==> src/sv/capability_task_dispatcher_top_assert.svh <==
// Assertion helpers for the capability task dispatcher.
// Both expect clk_i and rst_ni in scope.
`ifndef CAPABILITY_TASK_DISPATCHER_TOP_ASSERT_SVH
`define CAPABILITY_TASK_DISPATCHER_TOP_ASSERT_SVH

// Property must hold at every clock edge out of reset.
`define CTD_ASSERT(name, prop, msg) \
  name: assert property (@(posedge clk_i) disable iff (!rst_ni) prop) else $error(msg);

// Condition must never be seen out of reset.
`define CTD_NEVER(name, cond, msg) \
  name: assert property (@(posedge clk_i) disable iff (!rst_ni) !(cond)) else $error(msg);

`endif

==> src/sv/ctd_pkg.sv <==
// ----------------------------------------------------------------------------
// ctd_pkg
// Shared sizes, codes and control/status types of the task dispatcher.
// ----------------------------------------------------------------------------
`default_nettype none

package ctd_pkg;

  localparam int NumTasks  = 16;
  localparam int NumAgents = 4;
  localparam int LabelBits = 8;
  localparam int RetryBits = 4;
  localparam int TaskW     = $clog2(NumTasks);
  localparam int CountW    = $clog2(NumTasks + 1);
  localparam int FailW     = RetryBits + 1;
  localparam int AgentW    = 2;
  localparam int AcntW     = 3;
  localparam int CfgIdxW   = 3;
  localparam int CfgDataW  = 8;
  localparam int InDataW   = 24;
  localparam int OutDataW  = 16;

  localparam logic [1:0] CMD_LOAD = 2'd0;
  localparam logic [1:0] CMD_REQ  = 2'd1;
  localparam logic [1:0] CMD_REP  = 2'd2;

  localparam logic [1:0] AST_PASS = 2'd0;
  localparam logic [1:0] AST_FAIL = 2'd1;
  localparam logic [1:0] AST_TOUT = 2'd2;
  localparam logic [1:0] AST_ERR  = 2'd3;

  localparam logic [2:0] FS_NONE    = 3'd0;
  localparam logic [2:0] FS_PASS    = 3'd1;
  localparam logic [2:0] FS_FAIL    = 3'd2;
  localparam logic [2:0] FS_TOUT    = 3'd3;
  localparam logic [2:0] FS_UNSCHED = 3'd4;

  localparam logic [CfgIdxW-1:0] REG_AGENT_COUNT = 3'd0;
  localparam logic [CfgIdxW-1:0] REG_LABELS0     = 3'd1;

  typedef struct packed {
    logic              granted;
    logic [TaskW-1:0]  task_idx;
    logic [2:0]        status;
    logic              flaky;
    logic              bad;
    logic [CountW-1:0] left;
  } result_t;

  typedef struct packed {
    logic [LabelBits-1:0] needs;
    logic [RetryBits-1:0] limit;
    logic [FailW-1:0]     fails;
    logic [NumAgents-1:0] tried;
  } entry_t;

  typedef struct packed {
    logic capture;
    logic load_exec;
    logic rd_slot;
    logic rep_exec;
    logic scan_start;
    logic scan_step;
    logic hit_exec;
    logic emit_none;
    logic flush;
  } ctrl_t;

  typedef struct packed {
    logic [1:0] cmd;
    logic       req_ok;
    logic       push_ok;
    logic       out_free;
    logic       sweep_go;
    logic       chk_valid;
    logic       chk_hit;
    logic       chk_last;
  } stat_t;

  // Agents that are enabled, alive and hold every needed label.
  function automatic logic [NumAgents-1:0] live_capable(
    input logic [LabelBits-1:0]                 needs,
    input logic [NumAgents-1:0][LabelBits-1:0]  labels,
    input logic [NumAgents-1:0]                 ok
  );
    logic [NumAgents-1:0] r;
    for (int a = 0; a < NumAgents; a++) begin
      r[a] = ok[a] && ((needs & ~labels[a]) == '0);
    end
    return r;
  endfunction

endpackage

`default_nettype wire

==> src/sv/capability_task_dispatcher_top.sv <==
// ----------------------------------------------------------------------------
// capability_task_dispatcher_top
// Task table dispatcher matching tasks to capable, live agents.
// ----------------------------------------------------------------------------
// Usage:
//   s_axis carries one command word (load, request, report); m_axis returns
//   one or more result words per command, tlast on the final one.
//   cfg_we_i/cfg_idx_i/cfg_data_i write agent count and label masks; write
//   them only while no command is in flight.
// Timing:
//   One command at a time. Load, report and simple commands pass through
//   dispatch, an execute state and the final flush before the next accept.
//   A request walks the 16 entries one per cycle, while no hit is held for
//   output, through the single read port of the task memory. An agent-error
//   report sweeps the table the same way.
//   The last result of a command is staged until the command is known to be
//   finished, then pushed with tlast.
// Reset: table empty, all agents alive, agent count 4, labels 0.
// Stall: a full output register holds the sequencer; no word is dropped.
// ----------------------------------------------------------------------------
`default_nettype none

module capability_task_dispatcher_top import ctd_pkg::*; (
  input  wire logic                clk_i,
  input  wire logic                rst_ni,
  input  wire logic                s_axis_tvalid,
  output logic                     s_axis_tready,
  // command, agent_index, task_slot, needs_mask, retry_limit, attempt_status
  input  wire logic [InDataW-1:0]  s_axis_tdata,
  output logic                     m_axis_tvalid,
  input  wire logic                m_axis_tready,
  // granted, task_index, final_status, flaky, bad_command, tasks_left
  output logic [OutDataW-1:0]      m_axis_tdata,
  output logic                     m_axis_tlast,
  input  wire logic                cfg_we_i,
  input  wire logic [CfgIdxW-1:0]  cfg_idx_i,
  input  wire logic [CfgDataW-1:0] cfg_data_i
);

  ctrl_t ctrl;
  stat_t stat;

  ctd_ctrl u_ctrl (
    .clk_i      (clk_i),
    .rst_ni     (rst_ni),
    .in_valid_i (s_axis_tvalid),
    .in_ready_o (s_axis_tready),
    .stat_i     (stat),
    .ctrl_o     (ctrl)
  );

  ctd_dp u_dp (
    .clk_i       (clk_i),
    .rst_ni      (rst_ni),
    .ctrl_i      (ctrl),
    .stat_o      (stat),
    .in_data_i   (s_axis_tdata),
    .cfg_we_i    (cfg_we_i),
    .cfg_idx_i   (cfg_idx_i),
    .cfg_data_i  (cfg_data_i),
    .out_valid_o (m_axis_tvalid),
    .out_ready_i (m_axis_tready),
    .out_data_o  (m_axis_tdata),
    .out_last_o  (m_axis_tlast)
  );

`include "capability_task_dispatcher_top_assert.svh"

  `CTD_ASSERT(a_one_cmd, (s_axis_tvalid && s_axis_tready) |=> !s_axis_tready, "second command taken while busy")
  `CTD_ASSERT(a_push_ok, (ctrl.load_exec || ctrl.rep_exec || ctrl.hit_exec || ctrl.emit_none) |-> stat.push_ok, "result pushed over a full stage")
  `CTD_ASSERT(a_flush_free, ctrl.flush |-> stat.out_free, "flush into a full output register")
  `CTD_NEVER(a_left_range, m_axis_tvalid && (m_axis_tdata[14:10] > CountW'(NumTasks)), "tasks_left beyond table size")

endmodule

`default_nettype wire

==> src/sv/ctd_dp.sv <==
// ----------------------------------------------------------------------------
// ctd_dp
// Task table, agent state, scan pipeline and result staging.
// ----------------------------------------------------------------------------
`default_nettype none

module ctd_dp import ctd_pkg::*; (
  input  wire logic                clk_i,
  input  wire logic                rst_ni,
  input  wire ctrl_t               ctrl_i,
  output stat_t                    stat_o,
  input  wire logic [InDataW-1:0]  in_data_i,
  input  wire logic                cfg_we_i,
  input  wire logic [CfgIdxW-1:0]  cfg_idx_i,
  input  wire logic [CfgDataW-1:0] cfg_data_i,
  output logic                     out_valid_o,
  input  wire logic                out_ready_i,
  output logic [OutDataW-1:0]      out_data_o,
  output logic                     out_last_o
);

  // captured word
  logic [1:0]           cmd_q;
  logic [AgentW-1:0]    agent_q;
  logic [TaskW-1:0]     slot_q;
  logic [LabelBits-1:0] needs_q;
  logic [RetryBits-1:0] limit_q;
  logic [1:0]           ast_q;

  logic [AcntW-1:0]                    agent_count_q;
  logic [NumAgents-1:0][LabelBits-1:0] labels_q;

  logic [NumTasks-1:0]  loaded_q, running_q, done_q;
  logic [NumAgents-1:0] alive_q;
  logic [CountW-1:0]    rem_q;

  entry_t mem_q [NumTasks];
  entry_t rd_q;
  logic   mem_we, mem_re;
  logic [TaskW-1:0] mem_raddr;
  entry_t mem_wdata;

  logic [TaskW:0]   idx_q;
  logic             chk_v_q;
  logic [TaskW-1:0] chk_idx_q;

  logic    hold_v_q, out_v_q, out_last_q;
  result_t hold_q, out_q, res_d;
  logic    push;

  logic [NumAgents-1:0] used_mask, cap_vec, agent_bit;
  logic [LabelBits-1:0] needs_sel;
  logic                 agent_ok, cap_self, fresh, pend_c, pend_s;
  logic                 req_hit, swp_hit, chk_hit, out_free, push_ok;
  logic                 load_ok, unsched, rep_bad, rep_finish, sweep_go, over, is_fail;
  logic [FailW-1:0]     fail_inc;
  logic [2:0]           rep_status;
  logic [CountW-1:0]    rem_dec;

  always_comb begin
    for (int a = 0; a < NumAgents; a++) begin
      used_mask[a] = (AcntW'(a) < agent_count_q);
    end
  end

  assign agent_ok  = used_mask[agent_q];
  assign agent_bit = NumAgents'(1) << agent_q;
  assign needs_sel = ctrl_i.load_exec ? needs_q : rd_q.needs;
  assign cap_vec   = live_capable(needs_sel, labels_q, used_mask & alive_q);
  assign cap_self  = (rd_q.needs & ~labels_q[agent_q]) == '0;
  assign fresh     = |(cap_vec & ~rd_q.tried & ~agent_bit);

  assign pend_c  = loaded_q[chk_idx_q] & ~done_q[chk_idx_q];
  assign req_hit = pend_c & ~running_q[chk_idx_q] & cap_self
                 & ~(rd_q.tried[agent_q] & fresh);
  assign swp_hit = pend_c & ~running_q[chk_idx_q] & ~(|cap_vec);
  assign chk_hit = chk_v_q & ((cmd_q == CMD_REQ) ? req_hit : swp_hit);

  assign out_free = !out_v_q || out_ready_i;
  assign push_ok  = !hold_v_q || out_free;
  assign rem_dec  = rem_q - CountW'(rem_q != '0);

  assign pend_s  = loaded_q[slot_q] & ~done_q[slot_q];
  assign load_ok = !pend_s;
  assign unsched = ~(|cap_vec);

  assign rep_bad  = !agent_ok || !pend_s || !running_q[slot_q];
  assign fail_inc = (rd_q.fails == '1) ? rd_q.fails : rd_q.fails + FailW'(1);
  assign over     = fail_inc > {1'b0, rd_q.limit};
  assign is_fail  = (ast_q == AST_FAIL) || (ast_q == AST_TOUT);
  assign rep_finish = !rep_bad && ((ast_q == AST_PASS) || (is_fail && over));
  assign sweep_go = !rep_bad && (ast_q == AST_ERR) && alive_q[agent_q];

  always_comb begin
    case (ast_q)
      AST_PASS: rep_status = FS_PASS;
      AST_FAIL: rep_status = over ? FS_FAIL : FS_NONE;
      AST_TOUT: rep_status = over ? FS_TOUT : FS_NONE;
      default:  rep_status = FS_NONE;
    endcase
  end

  // result of this cycle's push; left carries the count after it
  always_comb begin
    res_d      = '0;
    res_d.left = rem_q;
    if (ctrl_i.load_exec) begin
      res_d.task_idx = slot_q;
      if (load_ok) begin
        res_d.status = unsched ? FS_UNSCHED : FS_NONE;
        res_d.left   = unsched ? rem_q : rem_q + CountW'(1);
      end
    end else if (ctrl_i.rep_exec) begin
      res_d.task_idx = slot_q;
      if (rep_bad) begin
        res_d.bad = 1'b1;
      end else begin
        res_d.status = rep_status;
        res_d.flaky  = (ast_q == AST_PASS) && (rd_q.fails != '0);
        res_d.left   = rep_finish ? rem_dec : rem_q;
      end
    end else if (ctrl_i.hit_exec) begin
      res_d.task_idx = chk_idx_q;
      if (cmd_q == CMD_REQ) begin
        res_d.granted = 1'b1;
      end else begin
        res_d.status = FS_UNSCHED;
        res_d.left   = rem_dec;
      end
    end
  end

  assign push = ctrl_i.load_exec | ctrl_i.rep_exec | ctrl_i.hit_exec | ctrl_i.emit_none;

  // task table memory
  assign mem_we    = (ctrl_i.load_exec && load_ok) || (ctrl_i.rep_exec && !rep_bad);
  assign mem_re    = ctrl_i.rd_slot || (ctrl_i.scan_step && (idx_q < (TaskW+1)'(NumTasks)));
  assign mem_raddr = ctrl_i.rd_slot ? slot_q : idx_q[TaskW-1:0];

  always_comb begin
    if (ctrl_i.load_exec) begin
      mem_wdata = '{needs: needs_q, limit: limit_q, fails: '0, tried: '0};
    end else begin
      mem_wdata = '{needs: rd_q.needs, limit: rd_q.limit,
                    fails: is_fail ? fail_inc : rd_q.fails,
                    tried: rd_q.tried | agent_bit};
    end
  end

  always_ff @(posedge clk_i) begin
    if (mem_we) begin
      mem_q[slot_q] <= mem_wdata;
    end
    if (mem_re) begin
      rd_q <= mem_q[mem_raddr];
    end
  end

  always_ff @(posedge clk_i) begin
    if (ctrl_i.capture) begin
      cmd_q   <= in_data_i[1:0];
      agent_q <= in_data_i[3:2];
      slot_q  <= in_data_i[7:4];
      needs_q <= in_data_i[15:8];
      limit_q <= in_data_i[19:16];
      ast_q   <= in_data_i[21:20];
    end
  end

  always_ff @(posedge clk_i) begin
    if (push) begin
      hold_q <= res_d;
    end
    if ((push && hold_v_q) || ctrl_i.flush) begin
      out_q      <= hold_q;
      out_last_q <= ctrl_i.flush;
    end
    if (ctrl_i.scan_step) begin
      chk_idx_q <= idx_q[TaskW-1:0];
    end
  end

  always_ff @(posedge clk_i or negedge rst_ni) begin
    if (!rst_ni) begin
      agent_count_q <= AcntW'(NumAgents);
      labels_q      <= '0;
      loaded_q      <= '0;
      running_q     <= '0;
      done_q        <= '0;
      alive_q       <= '1;
      rem_q         <= '0;
      idx_q         <= '0;
      chk_v_q       <= 1'b0;
      hold_v_q      <= 1'b0;
      out_v_q       <= 1'b0;
    end else begin
      if (cfg_we_i) begin
        if (cfg_idx_i == REG_AGENT_COUNT) begin
          agent_count_q <= cfg_data_i[AcntW-1:0];
        end else if (cfg_idx_i >= REG_LABELS0 &&
                     cfg_idx_i < REG_LABELS0 + CfgIdxW'(NumAgents)) begin
          labels_q[AgentW'(cfg_idx_i - REG_LABELS0)] <= cfg_data_i[LabelBits-1:0];
        end
      end

      if (push) begin
        rem_q <= res_d.left;
      end

      if (ctrl_i.load_exec && load_ok) begin
        loaded_q[slot_q]  <= 1'b1;
        done_q[slot_q]    <= unsched;
        running_q[slot_q] <= 1'b0;
      end
      if (ctrl_i.rep_exec && !rep_bad) begin
        running_q[slot_q] <= 1'b0;
        if (rep_finish) begin
          done_q[slot_q] <= 1'b1;
        end
        if (sweep_go) begin
          alive_q <= alive_q & ~agent_bit;
        end
      end
      if (ctrl_i.hit_exec) begin
        if (cmd_q == CMD_REQ) begin
          running_q[chk_idx_q] <= 1'b1;
        end else begin
          done_q[chk_idx_q]    <= 1'b1;
          running_q[chk_idx_q] <= 1'b0;
        end
      end

      // scan pipeline: address stage then check stage
      if (ctrl_i.scan_start) begin
        idx_q   <= '0;
        chk_v_q <= 1'b0;
      end else if (ctrl_i.scan_step) begin
        chk_v_q <= idx_q < (TaskW+1)'(NumTasks);
        if (idx_q < (TaskW+1)'(NumTasks)) begin
          idx_q <= idx_q + (TaskW+1)'(1);
        end
      end

      // a push over a held word implies the output register is free
      if ((push && hold_v_q) || ctrl_i.flush) begin
        out_v_q <= 1'b1;
      end else if (out_ready_i) begin
        out_v_q <= 1'b0;
      end
      if (push) begin
        hold_v_q <= 1'b1;
      end else if (ctrl_i.flush) begin
        hold_v_q <= 1'b0;
      end
    end
  end

  assign stat_o = '{cmd: cmd_q, req_ok: agent_ok && alive_q[agent_q], push_ok: push_ok,
                    out_free: out_free, sweep_go: sweep_go, chk_valid: chk_v_q,
                    chk_hit: chk_hit, chk_last: chk_idx_q == TaskW'(NumTasks - 1)};

  assign out_valid_o = out_v_q;
  assign out_last_o  = out_last_q;
  assign out_data_o  = {1'b0, out_q.left, out_q.bad, out_q.flaky, out_q.status,
                        out_q.task_idx, out_q.granted};

endmodule

`default_nettype wire

==> src/sv/ctd_ctrl.sv <==
// ----------------------------------------------------------------------------
// ctd_ctrl
// Command sequencer: dispatch, table scan, result push and final flush.
// ----------------------------------------------------------------------------
`default_nettype none

module ctd_ctrl import ctd_pkg::*; (
  input  wire logic  clk_i,
  input  wire logic  rst_ni,
  input  wire logic  in_valid_i,
  output logic       in_ready_o,
  input  wire stat_t stat_i,
  output ctrl_t      ctrl_o
);

  localparam logic [2:0] S_IDLE = 3'd0;
  localparam logic [2:0] S_DISP = 3'd1;
  localparam logic [2:0] S_LOAD = 3'd2;
  localparam logic [2:0] S_REP  = 3'd3;
  localparam logic [2:0] S_SCAN = 3'd4;
  localparam logic [2:0] S_NONE = 3'd5;
  localparam logic [2:0] S_FIN  = 3'd6;

  logic [2:0] state_q, state_d;

  always_comb begin
    state_d    = state_q;
    ctrl_o     = '0;
    in_ready_o = 1'b0;
    case (state_q)
      S_IDLE: begin
        in_ready_o = 1'b1;
        if (in_valid_i) begin
          ctrl_o.capture = 1'b1;
          state_d        = S_DISP;
        end
      end
      S_DISP: begin
        case (stat_i.cmd)
          CMD_LOAD: state_d = S_LOAD;
          CMD_REQ: begin
            if (stat_i.req_ok) begin
              ctrl_o.scan_start = 1'b1;
              state_d           = S_SCAN;
            end else begin
              state_d = S_NONE;
            end
          end
          CMD_REP: begin
            ctrl_o.rd_slot = 1'b1;
            state_d        = S_REP;
          end
          default: state_d = S_NONE;
        endcase
      end
      S_LOAD: begin
        if (stat_i.push_ok) begin
          ctrl_o.load_exec = 1'b1;
          state_d          = S_FIN;
        end
      end
      S_NONE: begin
        if (stat_i.push_ok) begin
          ctrl_o.emit_none = 1'b1;
          state_d          = S_FIN;
        end
      end
      S_REP: begin
        if (stat_i.push_ok) begin
          ctrl_o.rep_exec = 1'b1;
          if (stat_i.sweep_go) begin
            ctrl_o.scan_start = 1'b1;
            state_d           = S_SCAN;
          end else begin
            state_d = S_FIN;
          end
        end
      end
      S_SCAN: begin
        if (stat_i.chk_hit) begin
          // hold the pipeline while the staged word cannot move
          if (stat_i.push_ok) begin
            ctrl_o.hit_exec = 1'b1;
            if (stat_i.cmd == CMD_REQ) begin
              state_d = S_FIN;
            end else begin
              ctrl_o.scan_step = 1'b1;
              if (stat_i.chk_last) begin
                state_d = S_FIN;
              end
            end
          end
        end else begin
          ctrl_o.scan_step = 1'b1;
          if (stat_i.chk_valid && stat_i.chk_last) begin
            state_d = (stat_i.cmd == CMD_REQ) ? S_NONE : S_FIN;
          end
        end
      end
      S_FIN: begin
        if (stat_i.out_free) begin
          ctrl_o.flush = 1'b1;
          state_d      = S_IDLE;
        end
      end
      default: state_d = S_IDLE;
    endcase
  end

  always_ff @(posedge clk_i or negedge rst_ni) begin
    if (!rst_ni) begin
      state_q <= S_IDLE;
    end else begin
      state_q <= state_d;
    end
  end

endmodule

`default_nettype wire
==> config.mk <==
export PLATFORM = sky130hd
export DESIGN_NAME = capability_task_dispatcher_top
export DESIGN_NICKNAME = d
export VERILOG_FILES = /design/src/sv/ctd_pkg.sv /design/src/sv/capability_task_dispatcher_top.sv /design/src/sv/ctd_dp.sv /design/src/sv/ctd_ctrl.sv
export VERILOG_INCLUDE_DIRS = /design/src /design/src/sv
export SDC_FILE = /design/constraint.sdc
export NUM_CORES = 1
export LEC_CHECK = 0
export BUFFER_PORTS_ARGS = -buffer_cell sky130_fd_sc_hd__buf_2
export CORE_MARGIN = 2
export CORE_UTILIZATION = 62
export DETAILED_ROUTE_END_ITERATION = 6
export PLACE_DENSITY = 0.79
export SYNTH_ARGS = -nofsm -noshare
export SYNTH_HDL_FRONTEND = slang
export SYNTH_SLANG_ARGS = --single-unit
==> constraint.sdc <==
create_clock -name clk_i -period 6 [get_ports clk_i]
set_input_delay 0.3 -clock clk_i [delete_from_list [all_inputs] [get_ports clk_i]]
set_output_delay 0.3 -clock clk_i [all_outputs]
set_load 0.02 [all_outputs]
==> flow_summary.toml, run 1 <==
[run_status]
run_status = "completed"

[synth]
synth_flop_cell = "sky130_fd_sc_hd__edfxtp_1"
synth.net_count = 1487
synth_top_cell_by_area = "sky130_fd_sc_hd__edfxtp_1"
synth.ff_latch_count = 517
ys_async_sr_fraction_pct = 19.9
synth_top_area_share_pct = 55.8
synth.yosys.seq_area_share_pct = 67.4
synthesis.yosys.warnings = 0
synth-edff-count = 414
synth.lib_cells_used.distinct = 71
synth_area_per_cell_sq_um = 15.6
syn-cell-area_sq_um = 22300
post_synth_inst_count = 1431
synth_area_leaders = "sky130_fd_sc_hd__edfxtp_1 56%, sky130_fd_sc_hd__dfrtp_1 11%, sky130_fd_sc_hd__mux4_2 11%, sky130_fd_sc_hd__mux2_2 1.9%, sky130_fd_sc_hd__nand2_1 1.9%"

[die]
core_area_sq_um = 35500
num_io_pins = 59
placementRows = 69
fp.dieH_microns = 194
floorplan.initialDensity_pct = 62.8
die_boundary_width_microns = 194
die_outline_area_sq_um = 37500

[run]
drv.max_cap_violation_count = 0

[hold_path]
timing.hold.worst_path_depth = 2
hold_start = "cfg_data_i[2]"
worst_hold_endpoint = "u_dp.labels_q[2]$_DFFE_PN0P_"
hold_wc_path_type = "input port to flop"

[setup_path]
critical_path.max_fanout = 31
r2r_start = "u_ctrl.state_q[2]$_DFFE_PN0P_"
required_ps = 6480
crit_chain = "or3b_4, nor2_8, mux2i_1, a221oi_1, or3b_1, nor3_1, nor4_4, o22ai_2, or3_1, buf_4, o31ai_1"
cp_slowest_stage_delay_ps = 1050
timing.reg2reg.worst_path_depth = 11
crit_slowest_cell = "sky130_fd_sc_hd__mux2i_1"
crit-reg2reg-capture = "u_dp.done_q[13]$_DFF_PN0_"
crit_path_start = "u_ctrl.state_q[2]$_DFFE_PN0P_"
startpoint_types = "flop"
critPathKind = "flop to flop"
timing.critical_path.arrival_ps = 5680
ff2ff_setup_slack_ps = 800
critical_path.endpoint_type = "flop"

[power_and_ir_drop]
powerDensity_nw_per_um2 = 421
leakagePower_nw = 8.71
peakVddDrop_mv = 0.392

[detailed_routing]
drt-total-wl_mm = 53.0
drt-vias-per-instance = 6.69
drtAntennaViolNets = 0
drt_pre_antenna_iters = 7
drt-wirelength-per-cell_microns = 26.0
vias = 13628
drtIter0Drc = 1406
route.detailed.drc = 0

[timing]
finalWorstPathRequiredPeriod_ps = 5200
rsz0062_at_grt = "no"
fmax_mhz = 192
timing.max_slew.rel_slack_pct = 17.2
number_of_failing_hold_endpoints_at_the_final_stage = 0
setup-violations-final = 0
timing_max_transition_violations_final = 0
post-route-period-util_pct = 86.7
finalClockSkew_ps = 27.9
max_slew.worst_pin.slew_ps = 1210
fin_tns_setup_ps = 0

[clock_network]
clock-sinks = 517
post_cts_buffers = 0
ctsHtreeMaxLevel = 2
cts-root-to-sink-buffers = 3
cts_buffers = 52
clockRootBuffer = "sky130_fd_sc_hd__clkbuf_16"
tritoncts = "yes"
clkTransAtPathRegs_ps = 70
clock_latency_ps = 600

[grt]
top_usage_layer = "met2"
track_usage_pct = 28.8
grt_first_pass_wirelength_mm = 82.1
met2_usage_pct = 47.2
grt_overflow_total = 0
global_route.usage.met1_pct = 38.0
maximum_number_of_pins_on_one_net_before_global_route_repair = 85
grt_antenna_before_repair = 0
groute.layer.met3.usage_pct = 5.41
number_of_global_route_vias_before_repair = 13903

[placement]
place.detailed.instances = 1911
gp_congestion = 0.940
portBuffers = 55
dp_hpwl_mm = 31.2

[finish]
num_antenna_cells = 0
final_instance_count_excl_fillers = 2037
drive_gt1_share_pct = 22.5
area.growth.synth_to_final_pct = 13.0
layout.nets = 1589
-- layer usage --
metal / wire, microns / part of all wire [%]
met5: 0 / 0
met4: 2350 / 4.4
met3: 4330 / 8.2
met2: 26400 / 50
met1: 19800 / 37
-- flip-flops by register name, summed over array words and instances (netlist names), 5 cells and up --
name             cells
u_dp.idx_q           5
u_dp.loaded_q       16
u_dp.labels_q       32
u_dp.needs_q         8
u_dp.done_q         16
u_dp.hold_q         15
u_dp.rem_q           5
u_dp.running_q      16
u_dp.out_data_o     15
u_dp.rd_q           21
u_dp.mem_q         336
-- critical path: cells and delay by family (launching register included) --
family          cells  cell delay (ps)
simple gates        6             2340
mux                 1             1050
compound gates      3              770
flops               1              560
buf+inv             1              330
-- worst max-delay path by stage --
stage                                             end  slack, ps  cells after the start
final                       u_dp.done_q[13]$_DFF_PN0_        800                     11
after global routing         u_dp.done_q[2]$_DFF_PN0_        460                     11
after detailed placement  u_dp.running_q[7]$_DFF_PN0_        870                     11
after global placement       u_dp.done_q[4]$_DFF_PN0_       1010                     11
after floorplan                u_dp.rd_q[0]$_DFFE_PP_        940                     11
after CTS                    u_dp.done_q[7]$_DFF_PN0_        810                     11
-- layout make-up --
type                       count  area, sq um
multi-input combinational    792         6860
sequential                   517        15000
clock buffer                  68         1410
fill                        2139        10300
timing repair buffer         121          883
inverter                      49          184
clock inverter                29          250
tap                          461          577
-- stage by stage --
stage	cell area [sq um]	setup WS (ps)	power, mW	utilization (%)	hold slack [ps]
floorplan	22300	937	6.67	-	4.41
global placement	23200	1010	7.37	65.5	317
detailed placement	23200	866	7.46	65.5	321
CTS	25200	806	10.6	71.0	22.9
global route	25200	464	11.0	71.0	46.0
finish	25200	797	10.6	71.0	52.2
-- synthesized netlist by cell type, types with 19 or more instances --
master,count
sky130_fd_sc_hd__inv_1,49
sky130_fd_sc_hd__o31ai_1,33
sky130_fd_sc_hd__edfxtp_1,414
sky130_fd_sc_hd__a21oi_1,20
sky130_fd_sc_hd__mux2_2,38
sky130_fd_sc_hd__dfrtp_1,98
sky130_fd_sc_hd__a211oi_1,23
sky130_fd_sc_hd__nand3_1,19
sky130_fd_sc_hd__mux4_2,107
sky130_fd_sc_hd__nor2_1,76
sky130_fd_sc_hd__nor3_1,21
sky130_fd_sc_hd__clkbuf_1,46
sky130_fd_sc_hd__nor2b_1,20
sky130_fd_sc_hd__nand2_1,113
sky130_fd_sc_hd__a31oi_1,33
sky130_fd_sc_hd__mux2i_1,22
sky130_fd_sc_hd__and2_1,25
sky130_fd_sc_hd__o21ai_0,54
sky130_fd_sc_hd__o22ai_1,28
-- layout by cell type, fill, tap and decap left out, types with 6 or more instances in the layout --
master	count
sky130_fd_sc_hd__nor2b_1	20
sky130_fd_sc_hd__o21bai_1	17
sky130_fd_sc_hd__clkinv_2	9
sky130_fd_sc_hd__o21ai_1	8
sky130_fd_sc_hd__nor2_2	16
sky130_fd_sc_hd__nor3b_1	8
sky130_fd_sc_hd__o22ai_1	28
sky130_fd_sc_hd__dlygate4sd3_1	29
sky130_fd_sc_hd__xor2_1	7
sky130_fd_sc_hd__o31ai_1	33
sky130_fd_sc_hd__inv_1	49
sky130_fd_sc_hd__mux4_2	107
sky130_fd_sc_hd__a211oi_1	23
sky130_fd_sc_hd__ha_1	16
sky130_fd_sc_hd__clkbuf_16	53
sky130_fd_sc_hd__dfrtp_1	98
sky130_fd_sc_hd__buf_2	54
sky130_fd_sc_hd__nor2_1	60
sky130_fd_sc_hd__mux2_2	38
sky130_fd_sc_hd__clkinv_1	7
sky130_fd_sc_hd__edfxtp_1	414
sky130_fd_sc_hd__or2_2	6
sky130_fd_sc_hd__clkbuf_1	12
sky130_fd_sc_hd__buf_4	35
sky130_fd_sc_hd__o21a_1	6
sky130_fd_sc_hd__and2_1	25
sky130_fd_sc_hd__mux2i_1	18
sky130_fd_sc_hd__nor3_1	20
sky130_fd_sc_hd__nand2_1	113
sky130_fd_sc_hd__a31oi_1	32
sky130_fd_sc_hd__o2111ai_1	6
sky130_fd_sc_hd__nand2b_1	18
sky130_fd_sc_hd__a21oi_1	20
sky130_fd_sc_hd__o21ai_0	52
sky130_fd_sc_hd__nand3_1	19
-- where the power goes --
group / total, mW / internal, mW / switching [mW]
clock network: 3.14 / 1.80 / 1.34
logic: 2.57 / 1.08 / 1.49
registers: 4.90 / 4.54 / 0.361
-- logic make-up (layout without fill, tap and decap cells) --
| family | after synthesis | count (layout) | synth area share, % |
|---|---|---|---|
| xor gates and xnor gates | 11 | 11 | 0.432 |
| DFF | 517 | 517 | 67.4 |
| and+or+nand+nor | 333 | 333 | 7.35 |
| other | 1 | 1 | 0.0168 |
| adders and majority gates | 16 | 16 | 0.898 |
| AOI/OAI and AO/OA | 264 | 264 | 7.89 |
| muxes | 167 | 167 | 13.7 |
| buffers and inverters | 122 | 267 | 2.33 |
-- repair_timing --
item                      4_1_cts  5_1_grt
gates resized for setup         0        0
hold buffers                   29        0
hold endpoints to repair       85        0
Note: power is estimated with default switching activity, not from simulation.
==> run 2, diff against run 1 <==
Settings changed: CORE_MARGIN 2 to unset.
Clock period 6 ns to 5 ns, I/O delays scaled along.
==> run 2 against run 1 <==
Against the previous run: power increased by 21%; non-clock buffer count increased by 20; core utilization increased by 0.56 points; clock skew about the same; clock power increased by 21%; critical path type unchanged; largest cell class unchanged; largest power group unchanged.
==> flow_summary.toml, run 2 (synthesis gave the netlist of run 1 again) <==
[finish]
layout.nets = 1607
max_flop_register = "u_dp.mem_q"
largest_reg_flops = 336
num_antenna_cells = 0
mostFrequentLayoutCell = "sky130_fd_sc_hd__edfxtp_1"
drive_gt1_share_pct = 23.3
reg.largest.list = "u_dp.mem_q: 336 flops, u_dp.labels_q: 32 flops, u_dp.rd_q: 21 flops"
area.growth.synth_to_final_pct = 13.9
layout.cells.most_common_list = "414 x sky130_fd_sc_hd__edfxtp_1, 113 x sky130_fd_sc_hd__nand2_1, 107 x sky130_fd_sc_hd__mux4_2"

[hold_path]
hold_wc_path_type = "input port to flop"
hold_start = "m_axis_tready"

[power_and_ir_drop]
powerDensity_nw_per_um2 = 507
pwr-share-comb_pct = 25.0
leakagePower_nw = 8.83
peakVddDrop_mv = 0.392
net_switching_share_of_the_total_power_pct = 30.0
power.share.clock_pct = 29.5
net-switching-power_mw = 3.86
seq_power_share_pct = 45.5
internal_power_mw = 9.00

[setup_path]
crit_path_start = "u_dp.rd_q[4]$_DFFE_PP_"
crit_slowest_cell = "sky130_fd_sc_hd__o21a_1"
ff2ff_setup_slack_ps = 440
crit-reg2reg-capture = "u_dp.done_q[13]$_DFF_PN0_"
crit_chain = "ha_1, and3_1, nand2_1, nand2_1, o21ai_0, ha_1, nor2b_1, o21a_1, o21a_1, o21ai_0, a21boi_0, o21ai_1, o21a_1, o21ai_0, o21ai_0, o31ai_1"
critPathKind = "flop to flop"
startpoint_types = "flop"
critical_path.endpoint_type = "flop"
timing.critical_path.arrival_ps = 5020
required_ps = 5460
timing.reg2reg.worst_path_depth = 16
critical_path.max_fanout = 16
cp_slowest_stage_delay_ps = 620
r2r_start = "u_dp.rd_q[4]$_DFFE_PP_"
cpMostUsedCell = "sky130_fd_sc_hd__o21ai_0"
critPathCapture = "u_dp.done_q[13]$_DFF_PN0_"

[clock_network]
cts_hold_buffers = 31
post_cts_buffers = 0
clock_latency_ps = 610
clock-sinks = 517
clkTransAtPathRegs_ps = 60
cts-root-to-sink-buffers = 3
cts_resized = 0
clockRootBuffer = "sky130_fd_sc_hd__clkbuf_16"
tritoncts = "yes"
ctsHtreeMaxLevel = 2
cts_buffers = 50

[detailed_routing]
route.detailed.drc = 0
drt-wirelength-per-cell_microns = 26.7
drt-total-wl_mm = 54.8
drtAntennaViolNets = 0
drtIter0Drc = 1548
vias = 13858
drt_pre_antenna_iters = 5
drt-vias-per-instance = 6.75

[run_status]
run_status = "completed"

[run]
drv.max_cap_violation_count = 0

[placement]
gp_congestion = 0.949
portBuffers = 55
dp_hpwl_mm = 32.2

[timing]
fin_worst_hold_slack_ps = 28.7
setup-violations-final = 0
fmax_mhz = 219
timing.max_slew.rel_slack_pct = 21.2
finalWorstPathRequiredPeriod_ps = 4560
rsz0062_at_grt = "no"
number_of_failing_hold_endpoints_at_the_final_stage = 0
post-route-period-util_pct = 91.2
max_slew.worst_pin.slew_ps = 1180
fin_tns_setup_ps = 0
timing_max_transition_violations_final = 0
finalClockSkew_ps = 27.6

[grt]
maximum_number_of_pins_on_one_net_before_global_route_repair = 56
number_of_global_route_vias_before_repair = 13590
track_usage_pct = 30.8
grt_first_pass_wirelength_mm = 81.9
grt_overflow_total = 0
grt_antenna_before_repair = 0

[die]
die_outline_area_sq_um = 36700
die_boundary_width_microns = 192
core_area_sq_um = 35500
fp.dieH_microns = 192
placementRows = 69
num_io_pins = 59
floorplan.initialDensity_pct = 62.8
-- run 2: cell count changes in the layout (fill, tap and decap cells not counted), sizes merged --
cell and change:
buf +18, clkinv -2, clkinvlp -4, inv -1, dlygate4sd3 +2, clkbuf +2
bufinv +1
-- run 2: layer usage --
layer | global-route usage [%] | up-vias | part of all wire, %
li1 | - | 5849 | -
met2 | 50.2 | 888 | 49
met3 | 5.04 | 180 | 8.9
met5 | 0 | - | 0
met1 | 40.5 | 6941 | 37
met4 | 15.5 | 0 | 4.9
-- run 2: final cells by class --
| class | count | area [sq um] |
|---|---|---|
| multi-input combinational | 792 | 6860 |
| sequential | 517 | 15000 |
| inverter | 49 | 184 |
| clock buffer | 70 | 1420 |
| clock inverter | 23 | 240 |
| timing repair buffer | 141 | 1090 |
| tap | 461 | 577 |
| fill | 2109 | 10100 |
-- run 2: worst max-delay path, delay by kind of cell, from the launching register on --
family	cells	cell delay [ps]
simple gates	4	680
flops	1	450
fa+ha+maj	2	560
compound gates	10	2710
-- run 2: power groups by stage --
stage / combinational [mW] / sequential, mW / clock, mW
floorplan: 2.23 / 5.77 / 0
global placement: 3.03 / 5.90 / 0
detailed placement: 3.13 / 5.92 / 0
CTS: 3.20 / 5.84 / 3.83
global route: 3.45 / 5.90 / 4.00
finish: 3.22 / 5.86 / 3.79
-- run 2: worst min-delay path by stage --
stage	to	slack, ps	cells after the start
floorplan	u_ctrl.state_q[0]$_DFFE_PN0P_	-50	0
global placement	u_dp.rem_q[2]$_DFFE_PN0P_	300	1
detailed placement	u_dp.rem_q[2]$_DFFE_PN0P_	300	1
CTS	u_ctrl.state_q[2]$_DFFE_PN0P_	10	4
global route	u_ctrl.state_q[2]$_DFFE_PN0P_	70	4
finish	u_ctrl.state_q[2]$_DFFE_PN0P_	30	4
-- run 2: per-stage QoR --
stage | area [sq um] | std cells | util, % | setup WS, ps | total power [mW]
2_1_floorplan | 22300 | 1431 | - | 504 | 8.00
3_3_place_gp | 23400 | 1929 | 66.0 | 744 | 8.93
3_5_place_dp | 23400 | 1929 | 66.0 | 503 | 9.04
4_1_cts | 25400 | 2053 | 71.5 | 492 | 12.9
5_1_grt | 25400 | 2053 | 71.5 | 163 | 13.4
6_report | 25400 | 2053 | 71.5 | 440 | 12.9
